## config.mk

```make
export PLATFORM = sky130hd
export DESIGN_NAME = suie_cell
export DESIGN_NICKNAME = d
export VERILOG_FILES = /design/src/hw/rtl/suie_pkg.sv /design/src/hw/rtl/suie_cell.sv
export SDC_FILE = /design/constraint.sdc
export NUM_CORES = 1
export LEC_CHECK = 0
export BUFFER_PORTS_ARGS = -buffer_cell sky130_fd_sc_hd__buf_2
export CAP_MARGIN = 20
export CELL_PAD_IN_SITES_DETAIL_PLACEMENT = 0
export CELL_PAD_IN_SITES_GLOBAL_PLACEMENT = 1
export CORE_MARGIN = 5
export CORE_UTILIZATION = 30
export DETAILED_ROUTE_END_ITERATION = 16
export GPL_TIMING_DRIVEN = 0
export PLACE_DENSITY_LB_ADDON = 0.25
export SYNTH_ARGS = -nofsm -noshare
export SYNTH_HDL_FRONTEND = slang
export SYNTH_SLANG_ARGS = --single-unit
```

## constraint.sdc

```tcl
create_clock -name clk_i -period 2.5 [get_ports clk_i]
set_input_delay 0.25 -clock clk_i [delete_from_list [all_inputs] [get_ports clk_i]]
set_output_delay 0.25 -clock clk_i [all_outputs]
set_load 0.01 [all_outputs]
```

## src/hw/rtl/suie_pkg.sv

```systemverilog
// shared types and constants for the set union / intersection engine
// beat structs, request codes and cell control; no dependencies
package suie_pkg;

  localparam int unsigned CAPACITY = 64;

  localparam logic [1:0] REQ_ELEM_A = 2'd0;
  localparam logic [1:0] REQ_ELEM_B = 2'd1;
  localparam logic [1:0] REQ_FINISH = 2'd2;

  typedef struct packed {
    logic [1:0]         req_type;
    logic signed [31:0] elem_value;
  } in_beat_t;

  typedef struct packed {
    logic signed [31:0] out_value;
    logic               out_valid;
    logic               out_last;
    logic               overflowed;
  } out_beat_t;

  typedef enum logic [1:0] {
    CELL_HOLD,
    CELL_INSERT,
    CELL_SHIFT,
    CELL_CLEAR
  } cell_op_e;

  // broadcast to every cell of the chain
  typedef struct packed {
    cell_op_e    op;
    logic [31:0] value;
    logic        is_b;
  } cell_ctrl_t;

  typedef struct packed {
    logic        valid;
    logic        seen_a;
    logic        seen_b;
    logic [31:0] value;
  } entry_t;

endpackage

```

## src/hw/rtl/suie_cell.sv

```systemverilog
// one table entry of the cell chain: value, list marks and a compare
// depends on suie_pkg
module suie_cell (
  input  logic                clk_i,
  input  logic                rst_ni,
  input  suie_pkg::cell_ctrl_t ctrl_i,
  input  logic                any_hit_i,
  input  logic                prev_valid_i,
  input  suie_pkg::entry_t    next_ent_i,
  output suie_pkg::entry_t    ent_o,
  output logic                hit_o
);
  import suie_pkg::*;

  logic        valid_q;
  logic        seen_a_q;
  logic        seen_b_q;
  logic [31:0] value_q;
  logic        take_slot;

  assign hit_o     = valid_q && (value_q == ctrl_i.value);
  // first free cell behind the filled run takes a new value
  assign take_slot = !valid_q && prev_valid_i && !any_hit_i;

  always_ff @(posedge clk_i or negedge rst_ni) begin
    if (!rst_ni) begin
      valid_q  <= 1'b0;
      seen_a_q <= 1'b0;
      seen_b_q <= 1'b0;
    end else begin
      unique case (ctrl_i.op)
        CELL_HOLD: begin
        end
        CELL_INSERT: begin
          if (hit_o) begin
            if (ctrl_i.is_b) seen_b_q <= 1'b1;
            else             seen_a_q <= 1'b1;
          end else if (take_slot) begin
            valid_q  <= 1'b1;
            seen_a_q <= !ctrl_i.is_b;
            seen_b_q <= ctrl_i.is_b;
          end
        end
        CELL_SHIFT: begin
          valid_q  <= next_ent_i.valid;
          seen_a_q <= next_ent_i.seen_a;
          seen_b_q <= next_ent_i.seen_b;
        end
        CELL_CLEAR: begin
          valid_q  <= 1'b0;
          seen_a_q <= 1'b0;
          seen_b_q <= 1'b0;
        end
        default: begin
        end
      endcase
    end
  end

  always_ff @(posedge clk_i) begin
    if (ctrl_i.op == CELL_INSERT && take_slot) value_q <= ctrl_i.value;
    else if (ctrl_i.op == CELL_SHIFT)          value_q <= next_ent_i.value;
  end

  assign ent_o = '{valid: valid_q, seen_a: seen_a_q, seen_b: seen_b_q, value: value_q};

endmodule

```

; Word-level counts from Yosys, hierarchy flattened
; Cells that the tools add are included.
[totals]
reg_bits = 35
input_bits = 74
output_inout_bits = 36
wordCells = 38
[op_classes]
eq_ne = 9
mux = 13
n_reduce_logical = 12
[op_table]
columns = cell, n
row1 = 32-bit 2-to-1 mux, 2
row2 = 32-bit == test, 1
row3 = 3-bit inequality test (second input constant), 3
row4 = 1-bit one-hot mux with 3 select lines, 3
row5 = 3-bit AND reduction, 3
row6 = 1-bit 2-to-1 mux, 8
row7 = 2-bit == test (second input constant), 2
row8 = 1-bit logical AND, 4
row9 = 2-bit inequality test (second input constant), 2
row10 = 1-bit logical NOT, 3
row11 = 3-bit nonzero test, 1
row12 = 2-bit by 1-bit == test with 1-bit output (second input constant), 1
row13 = 2-bit nonzero test, 1

; Longest topological paths before layout
; Gate-level depths: netlist (run 1).
[depth]
ltp_word = 6
mapped_depth = 5
ltp_nobuf = 5

; Worst setup path before layout (run 1)
; OpenSTA, ideal clock, no wires.
[synth_path]
kind = flip-flop to flip-flop
from = register valid_q
to = register value_q[0], enable pin
setup_ps = 388
arrival_time_ps = 1958
required_time_ps = 2112
path_slack_ps = 155
stages_incl_launch_ff = 6
path_buffers = 1
period_less_slack_ps = 2345
path_cell_list = dfrtp_1 -> nor3b_1 -> nand2_1 -> nor2_1 -> buf_2 -> a21o_1
[synth_between]
elab_chain_len = 5
[synth_lines]
columns = item, line_no
row1 = from (decl), suie_cell.sv:15  ; logic valid_q;
row2 = from (signal assigned), suie_cell.sv:45  ; valid_q <= next_ent_i.valid;
row3 = 1-bit logical NOT, suie_cell.sv:23  ; assign take_slot = !valid_q && prev_valid_i && !any_hit_i;
row4 = 1-bit logical AND (2 in a row), suie_cell.sv:23
row5 = 1-bit logical AND, suie_cell.sv:61  ; if (ctrl_i.op == CELL_INSERT && take_slot) value_q <= ctrl_i.value;
row6 = 2-bit nonzero test (no line), -
row7 = to (signal assigned), suie_cell.sv:61
row8 = to (signal assigned), suie_cell.sv:62  ; else if (ctrl_i.op == CELL_SHIFT) value_q <= next_ent_i.value;
row9 = to (decl), suie_cell.sv:18  ; logic [31:0] value_q;
; No other way between the ends.
; A chain may end at the register's enable or synchronous reset.

; Worst setup path in the final report (run 1)
[layout_path]
from = register valid_q
to = register value_q[17], enable pin
; The elaborated chain is that of the path after synthesis.

==> results of run 1 <==
==> repair_timing <==
item,in CTS,in global routing
endpoints found under the setup margin,32,20
resized for setup,2,1
hold endpoints to repair,3,0
hold buffers,1,0
==> flip-flops by register name (all words and copies together) (netlist names) <==
name and cells:
seen_a_q 1, valid_q 1, seen_b_q 1, value_q 32
==> path summary, 6_finish.rpt <==
kind | from | end | slack [ns] | depth (start not counted)
setup / recovery | valid_q$_DFFE_PN0P_ | value_q[17]$_DFFE_PP_ | 0.28 | 6
hold / removal | ctrl_i[0] | seen_a_q$_DFFE_PN0P_ | 0.20 | 2
setup reg to reg | valid_q$_DFFE_PN0P_ | value_q[17]$_DFFE_PP_ | 0.28 | 6
hold reg to reg | valid_q$_DFFE_PN0P_ | valid_q$_DFFE_PN0P_ | 0.64 | 2
max in group asynchronous | rst_ni | seen_a_q$_DFFE_PN0P_ | 2.08 | 2
min in group asynchronous | rst_ni | seen_b_q$_DFFE_PN0P_ | 0.31 | 2
==> power groups by stage <==
| stage | combinational, mW | sequential [mW] | clock (mW) |
|---|---|---|---|
| 2_1_floorplan | 0.119 | 0.733 | 0 |
| 3_3_place_gp | 0.258 | 0.720 | 0 |
| 3_5_place_dp | 0.265 | 0.720 | 0 |
| 4_1_cts | 0.268 | 0.707 | 0.403 |
| 5_1_grt | 0.291 | 0.712 | 0.418 |
| 6_report | 0.263 | 0.707 | 0.381 |
==> logic make-up after synthesis <==
| family | after synthesis | synth area share |
|---|---|---|
| AND/OR/NAND/NOR | 21 | 0.0596 |
| buffers and inverters | 9 | 0.0253 |
| flip-flops | 35 | 0.537 |
| XOR/XNOR | 32 | 0.145 |
| multiplexers | 34 | 0.197 |
| AO/OA/AOI/OAI | 9 | 0.0363 |
==> worst max-delay path, stage by stage, from the launching register on <==
cell and delay [ns]:
dfrtp_1 0.42, nor3b_1 0.25, nand2_1 0.15, nor2_2 0.27, buf_2 0.36, a21o_4 0.28, buf_16 0.20
==> cell usage in the layout (no fill, tap or decap) <==
| master | synthesis | final |
|---|---|---|
| nor2_2 | 0 | 1 |
| edfxtp_1 | 32 | 32 |
| nand4_1 | 2 | 2 |
| dlygate4sd3_1 | 0 | 1 |
| clkbuf_1 | 1 | 1 |
| nand3_1 | 3 | 3 |
| xor2_1 | 27 | 27 |
| buf_16 | 0 | 1 |
| or4_1 | 1 | 1 |
| clkbuf_8 | 0 | 5 |
| buf_2 | 3 | 111 |
| o21ai_0 | 1 | 1 |
| mux2_2 | 32 | 32 |
| xnor2_1 | 5 | 5 |
| buf_4 | 3 | 3 |
| o41ai_1 | 2 | 2 |
| o22a_1 | 2 | 2 |
| nor3_1 | 2 | 2 |
| a21o_4 | 0 | 1 |
| clkinv_2 | 0 | 1 |
| a2bb2oi_1 | 2 | 2 |
| mux2i_1 | 2 | 2 |
| nand2_1 | 3 | 3 |
| dfrtp_1 | 3 | 3 |
| a21oi_1 | 1 | 1 |
| nor2_1 | 2 | 1 |
| nor4_1 | 7 | 7 |
| nor3b_1 | 1 | 1 |
| clkinv_1 | 0 | 1 |
| inv_1 | 2 | 2 |
==> per-layer routing <==
metal,wire length (um),part of all wire,vias up,global-route usage
met5,0,0,-,0
met4,56,0.011,0,0.0335
met3,470,0.092,4,0.0576
met2,2600,0.51,63,0.217
met1,1990,0.39,707,0.136
li1,-,-,759,-
==> per-stage QoR <==
step | cells | total power [mW]
after floorplan | 140 | 0.852
after global placement | 325 | 0.977
after detailed placement | 326 | 0.986
after CTS | 334 | 1.38
after global routing | 334 | 1.42
final | 334 | 1.35
==> final cells by class <==
class | count | area [um2] | share of cell area
Inverter | 2 | 7.51 | 0.00279
Timing Repair Buffer | 110 | 578 | 0.215
Clock buffer | 5 | 68.8 | 0.0256
Tap cell | 77 | 96.3 | 0.0358
Clock inverter | 2 | 8.76 | 0.00325
Multi-Input combinational cell | 96 | 856 | 0.318
Buffer | 7 | 41.3 | 0.0153
Sequential cell | 35 | 1040 | 0.385
==> impl_metrics.py, run 1 <==
metrics = {
    "sta": {
        "min_period_over_period": 0.889,
        "worst_hold_slack_ns": 0.198,
        "rsz0062_at_grt": "false",
        "relSlewSlack": 0.692,
        "tns_ns": 0,
        "worst_pin_slew_ns": 0.462,
        "setup_violations": 0,
        "worst_slack_ns": 0.278,
        "fmax_ghz": 0.450,
        "finalHoldViolCount": 0,
        "fin_crit_ns": 2.22,
        "finalClockSkew_ns": 0.00362,
        "slew_viol_final": 0,
    },
    "final_layout": {
        "diodes": 0,
        "fill_cells": 628,
        "design_area_um2": 2690,
        "fin_util": 0.426,
        "syn_to_final_growth_pct": 39.5,
        "nNetsFinal": 331,
        "drive_gt1_frac": 0.603,
    },
    "yosys": {
        "synth_top_area_cell": "edfxtp_1",
        "yosysSeqAreaShare": 0.537,
        "synth.avg_cell_area_um2": 13.8,
        "synth_cell_types": 24,
        "synth_edf_count": 32,
        "synthTopCellsByCount": "32 x edfxtp_1, 32 x mux2_2, 27 x xor2_1",
        "yosys_register_bits": 35,
        "synth_warnings": 0,
        "syn_inst": 140,
        "syn_area_um2": 1930,
        "synthTopCellsByArea": "edfxtp_1 50%, mux2_2 19%, xor2_1 12%",
        "synth_nets": 214,
        "yosysTopAreaCellShare": 0.498,
        "ys.flop_type": "edfxtp_1",
        "synthArstFlopShare": 0.0857,
    },
    "pwr": {
        "switching_share": 0.250,
        "p_leak_nw": 1.16,
        "pwr-share-comb": 0.195,
        "pwr-share-seq": 0.523,
        "p_per_area_nw_per_um2": 502,
        "clockPowerShare": 0.282,
        "p_int_mw": 1.01,
        "vdd_drop_max_mv": 0.213,
        "p_switching_mw": 0.338,
    },
    "placement": {
        "hpwl_mm": 4.13,
        "io_buffers": 108,
        "place_ws_ns": -0.320,
        "placedInstanceArea_um2": 2590,
        "gp_congestion": 0.731,
    },
    "grt": {
        "grt_pass1_vias": 1640,
        "grt_usage": 0.125,
        "antenna_found_initial": 0,
        "grt_pass1_wl_mm": 8.07,
        "grt_max_degree": 21,
        "overflow": 0,
    },
    "clock_tree": {
        "numClockSinks": 35,
        "cts_max_path_buffers": 2,
        "clock_latency_ns": 0.28,
        "clockRootBuffer": "clkbuf_8",
        "tritoncts": "built",
        "h-tree-depth": 2,
        "clk_pin_slew_ns": 0.07,
        "cts_setup_buffers": 0,
        "cts_buffers": 5,
    },
    "drt": {
        "drt-initial-drc-count": 21,
        "drt_wl_total_mm": 5.11,
        "vias_per_cell": 4.59,
        "wl_per_cell_um": 15.3,
        "drt-pass1-iter-count": 4,
        "num_vias": 1533,
        "ant_nets": 0,
        "drc": 0,
    },
    "floorplanning": {
        "fp-row-count": 29,
        "die_y_um": 90.2,
        "die_area_um2": 8140,
        "coreArea_um2": 6310,
        "die_w_um": 90.2,
        "initial_core_util": 0.306,
        "io-pin-count": 110,
    },
    "worst_setup_path": {
        "critPathCaptureType": "register",
        "critPathKind": "reg -> reg",
        "worst_setup_path_start_kind": "register",
        "worst_ep_arrival_time_ns": 2.22,
        "worst_ep_required_time_ns": 2.49,
        "cp_max_fo": 20,
    },
    "flow_run": {
        "drv_cap": 0,
    },
    "hold_path": {
        "hold_class": "in -> reg",
    },
    "status": {
        "outcome": "completed",
    },
}
No activity file was read; power rests on OpenSTA's default activity.
==> inputs of run 2 (changes only) <==
--- a/config.mk
+++ b/config.mk
@@ -11,9 +11,11 @@
 export CELL_PAD_IN_SITES_GLOBAL_PLACEMENT = 1
 export CORE_MARGIN = 5
 export CORE_UTILIZATION = 30
+export CTS_BUF_LIST = sky130_fd_sc_hd__clkbuf_16
 export DETAILED_ROUTE_END_ITERATION = 16
 export GPL_TIMING_DRIVEN = 0
 export PLACE_DENSITY_LB_ADDON = 0.25
+export SKIP_CTS_REPAIR_TIMING = 1
 export SYNTH_ARGS = -nofsm -noshare
 export SYNTH_HDL_FRONTEND = slang
 export SYNTH_SLANG_ARGS = --single-unit
==> impl_metrics.py, run 2 (synthesis results as in run 1) <==
metrics = {
    "grt": {
        "overflow": 0,
        "grt_usage": 0.125,
        "grt_max_degree": 21,
        "antenna_found_initial": 0,
        "grt_pass1_vias": 1630,
        "grt_pass1_wl_mm": 8.09,
    },
    "hold_path": {
        "whs_endpoint": "seen_a_q$_DFFE_PN0P_",
        "hold_class": "in -> reg",
        "hold_path_depth": 2,
        "min_from": "ctrl_i[0]",
    },
    "floorplanning": {
        "fp-row-count": 29,
        "io-pin-count": 110,
        "die_area_um2": 8140,
        "die_y_um": 90.2,
        "coreArea_um2": 6310,
        "die_w_um": 90.2,
        "initial_core_util": 0.306,
    },
    "final_layout": {
        "nNetsFinal": 331,
        "layout_common_cells": "111 x buf_2, 32 x mux2_2, 32 x edfxtp_1, 27 x xor2_1, 7 x nor4_1",
        "diodes": 0,
        "drive_gt1_frac": 0.603,
        "regMostFlops": "value_q",
        "largest_reg_flops": 32,
        "syn_to_final_growth_pct": 42.4,
        "final_common_cell": "buf_2",
    },
    "clock_tree": {
        "tritoncts": "built",
        "clockRootBuffer": "clkbuf_16",
        "clk_pin_slew_ns": 0.05,
        "h-tree-depth": 2,
        "cts_max_path_buffers": 2,
        "cts_buffers": 5,
        "clock_latency_ns": 0.27,
        "numClockSinks": 35,
    },
    "worst_setup_path": {
        "reg2reg_to": "value_q[17]$_DFFE_PP_",
        "worst_ep_arrival_time_ns": 2.20,
        "reg2reg_from": "valid_q$_DFFE_PN0P_",
        "rr_worst_depth": 6,
        "cp_max_fo": 20,
        "worst_ep_required_time_ns": 2.48,
        "critPathKind": "reg -> reg",
        "worst_setup_path_start_kind": "register",
        "critPathCaptureType": "register",
        "rrSetupSlack_ns": 0.28,
    },
    "placement": {
        "gp_congestion": 0.731,
        "io_buffers": 108,
        "place_ws_ns": -0.320,
        "hpwl_mm": 4.13,
    },
    "sta": {
        "fmax_ghz": 0.451,
        "relSlewSlack": 0.684,
        "rsz0062_at_grt": "false",
        "finalHoldViolCount": 0,
        "worst_pin_slew_ns": 0.474,
        "worst_slack_ns": 0.284,
        "finalClockSkew_ns": 0.00451,
        "min_period_over_period": 0.886,
        "slew_viol_final": 0,
        "fin_crit_ns": 2.22,
        "setup_violations": 0,
    },
    "drt": {
        "drc": 0,
        "wl_per_cell_um": 15.3,
        "vias_per_cell": 4.58,
        "drt-initial-drc-count": 35,
        "ant_nets": 0,
        "num_vias": 1530,
        "drt-pass1-iter-count": 4,
        "drt_wl_total_mm": 5.13,
    },
    "pwr": {
        "pwr-share-seq": 0.458,
        "p_int_mw": 1.19,
        "p_per_area_nw_per_um2": 562,
        "p_leak_nw": 1.19,
        "fin_total_pwr_mw": 1.54,
        "clockPowerShare": 0.372,
        "switching_share": 0.232,
        "pwr-share-comb": 0.170,
        "vdd_drop_max_mv": 0.251,
        "p_switching_mw": 0.359,
    },
    "flow_run": {
        "drv_cap": 0,
    },
    "status": {
        "outcome": "completed",
    },
}
## run 2: worst max path at each step
stage,from,endpoint,slack (ns),cells after the start
after CTS,valid_q$_DFFE_PN0P_,value_q[25]$_DFFE_PP_,-0.32,6
after global routing,valid_q$_DFFE_PN0P_,value_q[31]$_DFFE_PP_,0.04,6
after global placement,valid_q$_DFFE_PN0P_,value_q[10]$_DFFE_PP_,-0.69,5
final,valid_q$_DFFE_PN0P_,value_q[17]$_DFFE_PP_,0.28,6
after detailed placement,valid_q$_DFFE_PN0P_,value_q[25]$_DFFE_PP_,-0.32,6
after floorplan,valid_q$_DFFE_PN0P_,value_q[0]$_DFFE_PP_,0.15,5
## run 2: power groups by stage
stage,clock (mW),combinational (mW),sequential (mW)
after floorplan,0,0.119,0.733
after global placement,0,0.258,0.720
after detailed placement,0,0.265,0.720
after CTS,0.595,0.266,0.709
after global routing,0.614,0.291,0.713
final,0.574,0.263,0.708
## run 2: final cells by class
cell class	count	area [um2]
inverter	2	7.51
tap	77	96.3
buffer	7	41.3
clock inverter	2	8.76
sequential	35	1040
clock buffer	5	125
timing repair buffer	110	578
fill	623	3560
multi-input combinational	96	856
## run 2: stage by stage
| step | setup TNS, ns | instance area [um2] | hold slack [ns] | utilization | cells |
|---|---|---|---|---|---|
| after floorplan | 0 | 1930 | -0.0456 | - | 140 |
| after global placement | -22.03 | 2570 | 0.0535 | 0.407 | 325 |
| after detailed placement | -8.09 | 2590 | 0.0507 | 0.411 | 326 |
| after CTS | -7.95 | 2730 | -0.243 | 0.432 | 333 |
| after global routing | 0 | 2750 | 0.222 | 0.435 | 334 |
| final | 0 | 2750 | 0.211 | 0.435 | 334 |
## run 2: routing by layer
metal  vias up  track usage  routed length (um)  share of wire
met1       704        0.137                2000           0.39
li1        761            -                   -              -
met3         4       0.0568                 467          0.091
met2        61        0.217                2600           0.51
met4         0       0.0335                  55          0.011
met5         -            0                   0              0
## run 2: worst max-delay path, cell delays in order (launching register included)
cell and delay (ns):
dfrtp_1 0.41, nor3b_1 0.25, nand2_1 0.15, nor2_2 0.28, buf_2 0.36, a21o_4 0.27, buf_16 0.20
==> inputs of run 3 (changes only) <==
--- a/config.mk
+++ b/config.mk
@@ -9,7 +9,6 @@
 export CAP_MARGIN = 20
 export CELL_PAD_IN_SITES_DETAIL_PLACEMENT = 0
 export CELL_PAD_IN_SITES_GLOBAL_PLACEMENT = 1
-export CORE_MARGIN = 5
 export CORE_UTILIZATION = 30
 export CTS_BUF_LIST = sky130_fd_sc_hd__clkbuf_16
 export DETAILED_ROUTE_END_ITERATION = 16
==> constraint.sdc (replaced) <==
create_clock -name clk_i -period 2.5 [get_ports clk_i]
set_input_delay 0 -clock clk_i [delete_from_list [all_inputs] [get_ports clk_i]]
set_output_delay 0 -clock clk_i [all_outputs]
set_load 0.01 [all_outputs]
==> impl_metrics.py, run 3 (synthesis results as in run 1) <==
metrics = {
    "hold_path": {
        "hold_class": "in -> reg",
    },
    "grt": {
        "antenna_found_initial": 0,
        "grt_max_degree": 21,
        "grt_pass1_wl_mm": 6.81,
        "overflow": 0,
        "grt_usage": 0.139,
        "grt_pass1_vias": 1501,
    },
    "clock_tree": {
        "clk_pin_slew_ns": 0.05,
        "h-tree-depth": 2,
        "tritoncts": "built",
        "numClockSinks": 35,
        "cts_buffers": 5,
        "cts_max_path_buffers": 2,
        "clockRootBuffer": "clkbuf_16",
        "clock_latency_ns": 0.27,
    },
    "sta": {
        "fin_crit_ns": 2.29,
        "worst_pin_slew_ns": 0.467,
        "finalClockSkew_ns": 0.00227,
        "tns_ns": 0,
        "relSlewSlack": 0.689,
        "finalHoldViolCount": 1,
        "worst_slack_ns": 0.214,
        "min_period_over_period": 0.915,
        "slew_viol_final": 0,
        "setup_violations": 0,
        "worst_hold_slack_ns": -0.0225,
        "fmax_ghz": 0.437,
        "rsz0062_at_grt": "false",
    },
    "final_layout": {
        "drive_gt1_frac": 0.599,
        "largest_reg_flops": 32,
        "final_common_cell": "buf_2",
        "layout_common_cells": "111 x buf_2, 32 x mux2_2, 32 x edfxtp_1, 27 x xor2_1, 7 x nor4_1",
        "regMostFlops": "value_q",
        "diodes": 0,
        "syn_to_final_growth_pct": 42.5,
        "nNetsFinal": 332,
    },
    "pwr": {
        "p_per_area_nw_per_um2": 560,
        "vdd_drop_max_mv": 0.235,
        "p_leak_nw": 1.19,
    },
    "status": {
        "outcome": "finished with violations",
        "violations": "hold timing",
    },
    "worst_setup_path": {
        "worst_ep_required_time_ns": 2.48,
        "worst_setup_path_start_kind": "register",
        "cp_max_fo": 20,
        "critPathKind": "reg -> reg",
        "critPathCaptureType": "register",
        "worst_ep_arrival_time_ns": 2.26,
    },
    "placement": {
        "place_ws_ns": -0.365,
        "gp_congestion": 0.686,
        "hpwl_mm": 3.77,
        "io_buffers": 108,
    },
    "floorplanning": {
        "initial_core_util": 0.319,
        "io-pin-count": 110,
        "fp-row-count": 28,
        "die_y_um": 82.2,
        "die_area_um2": 6760,
        "coreArea_um2": 6060,
        "die_w_um": 82.2,
    },
    "drt": {
        "drc": 0,
        "num_vias": 1535,
        "drt_wl_total_mm": 4.74,
        "vias_per_cell": 4.62,
        "wl_per_cell_um": 14.3,
        "drt-initial-drc-count": 25,
        "ant_nets": 0,
        "drt-pass1-iter-count": 4,
    },
    "flow_run": {
        "drv_cap": 0,
    },
}
==> run 3: cell types whose count changed in the layout (fill, tap and decap cells not counted), sizes merged <==
cell	change
clkinv	-2
dlygate4sd3	+1
inv	+1
==> run 3: worst paths after layout <==
path                       cells past startpoint                   end           startpoint  slack, ns
setup / recovery                               6  value_q[6]$_DFFE_PP_  valid_q$_DFFE_PN0P_       0.21
setup reg to reg                               6  value_q[6]$_DFFE_PP_  valid_q$_DFFE_PN0P_       0.21
hold reg to reg                                2   valid_q$_DFFE_PN0P_  valid_q$_DFFE_PN0P_       0.63
min in group asynchronous                      2  seen_b_q$_DFFE_PN0P_               rst_ni       0.06
hold / removal                                 3   valid_q$_DFFE_PN0P_       next_ent_i[34]      -0.02
max in group asynchronous                      2   valid_q$_DFFE_PN0P_               rst_ni       2.33
==> run 3: worst max-delay path, stage by stage, from the launching register on <==
cell and delay, ns:
dfrtp_1 0.41, nor3b_1 0.26, nand2_1 0.16, nor2_2 0.31, buf_2 0.37, a21o_4 0.27
buf_16 0.20
==> run 3: metrics by stage <==
stage / std cells / util / power [mW] / area, um2
floorplan: 140 / - / 0.852 / 1930
global placement: 323 / 0.423 / 0.974 / 2560
detailed placement: 324 / 0.428 / 0.984 / 2590
CTS: 330 / 0.449 / 1.56 / 2720
global route: 332 / 0.454 / 1.60 / 2750
finish: 332 / 0.454 / 1.54 / 2750
==> run 3: final cells by class <==
cell class                      instances  area, um2
Fill cell                             597       3310
Sequential cell                        35       1040
Multi-Input combinational cell         96        856
Timing Repair Buffer                  111        588
Clock buffer                            5        125
Tap cell                               75       93.8
Buffer                                  7       41.3
Inverter                                2       7.51
Clock inverter                          1       3.75
==> run 3: power breakdown <==
part	leakage, nW	internal (mW)	switching (mW)
Sequential	0.340	0.685	0.0225
Combinational	0.784	0.144	0.120
Clock	0.0669	0.354	0.214
==> run 3: layer usage <==
metal  track usage  share of wire
met1         0.155           0.38
met2         0.236           0.51
met3        0.0571          0.092
met4        0.0544          0.016
met5             0              0
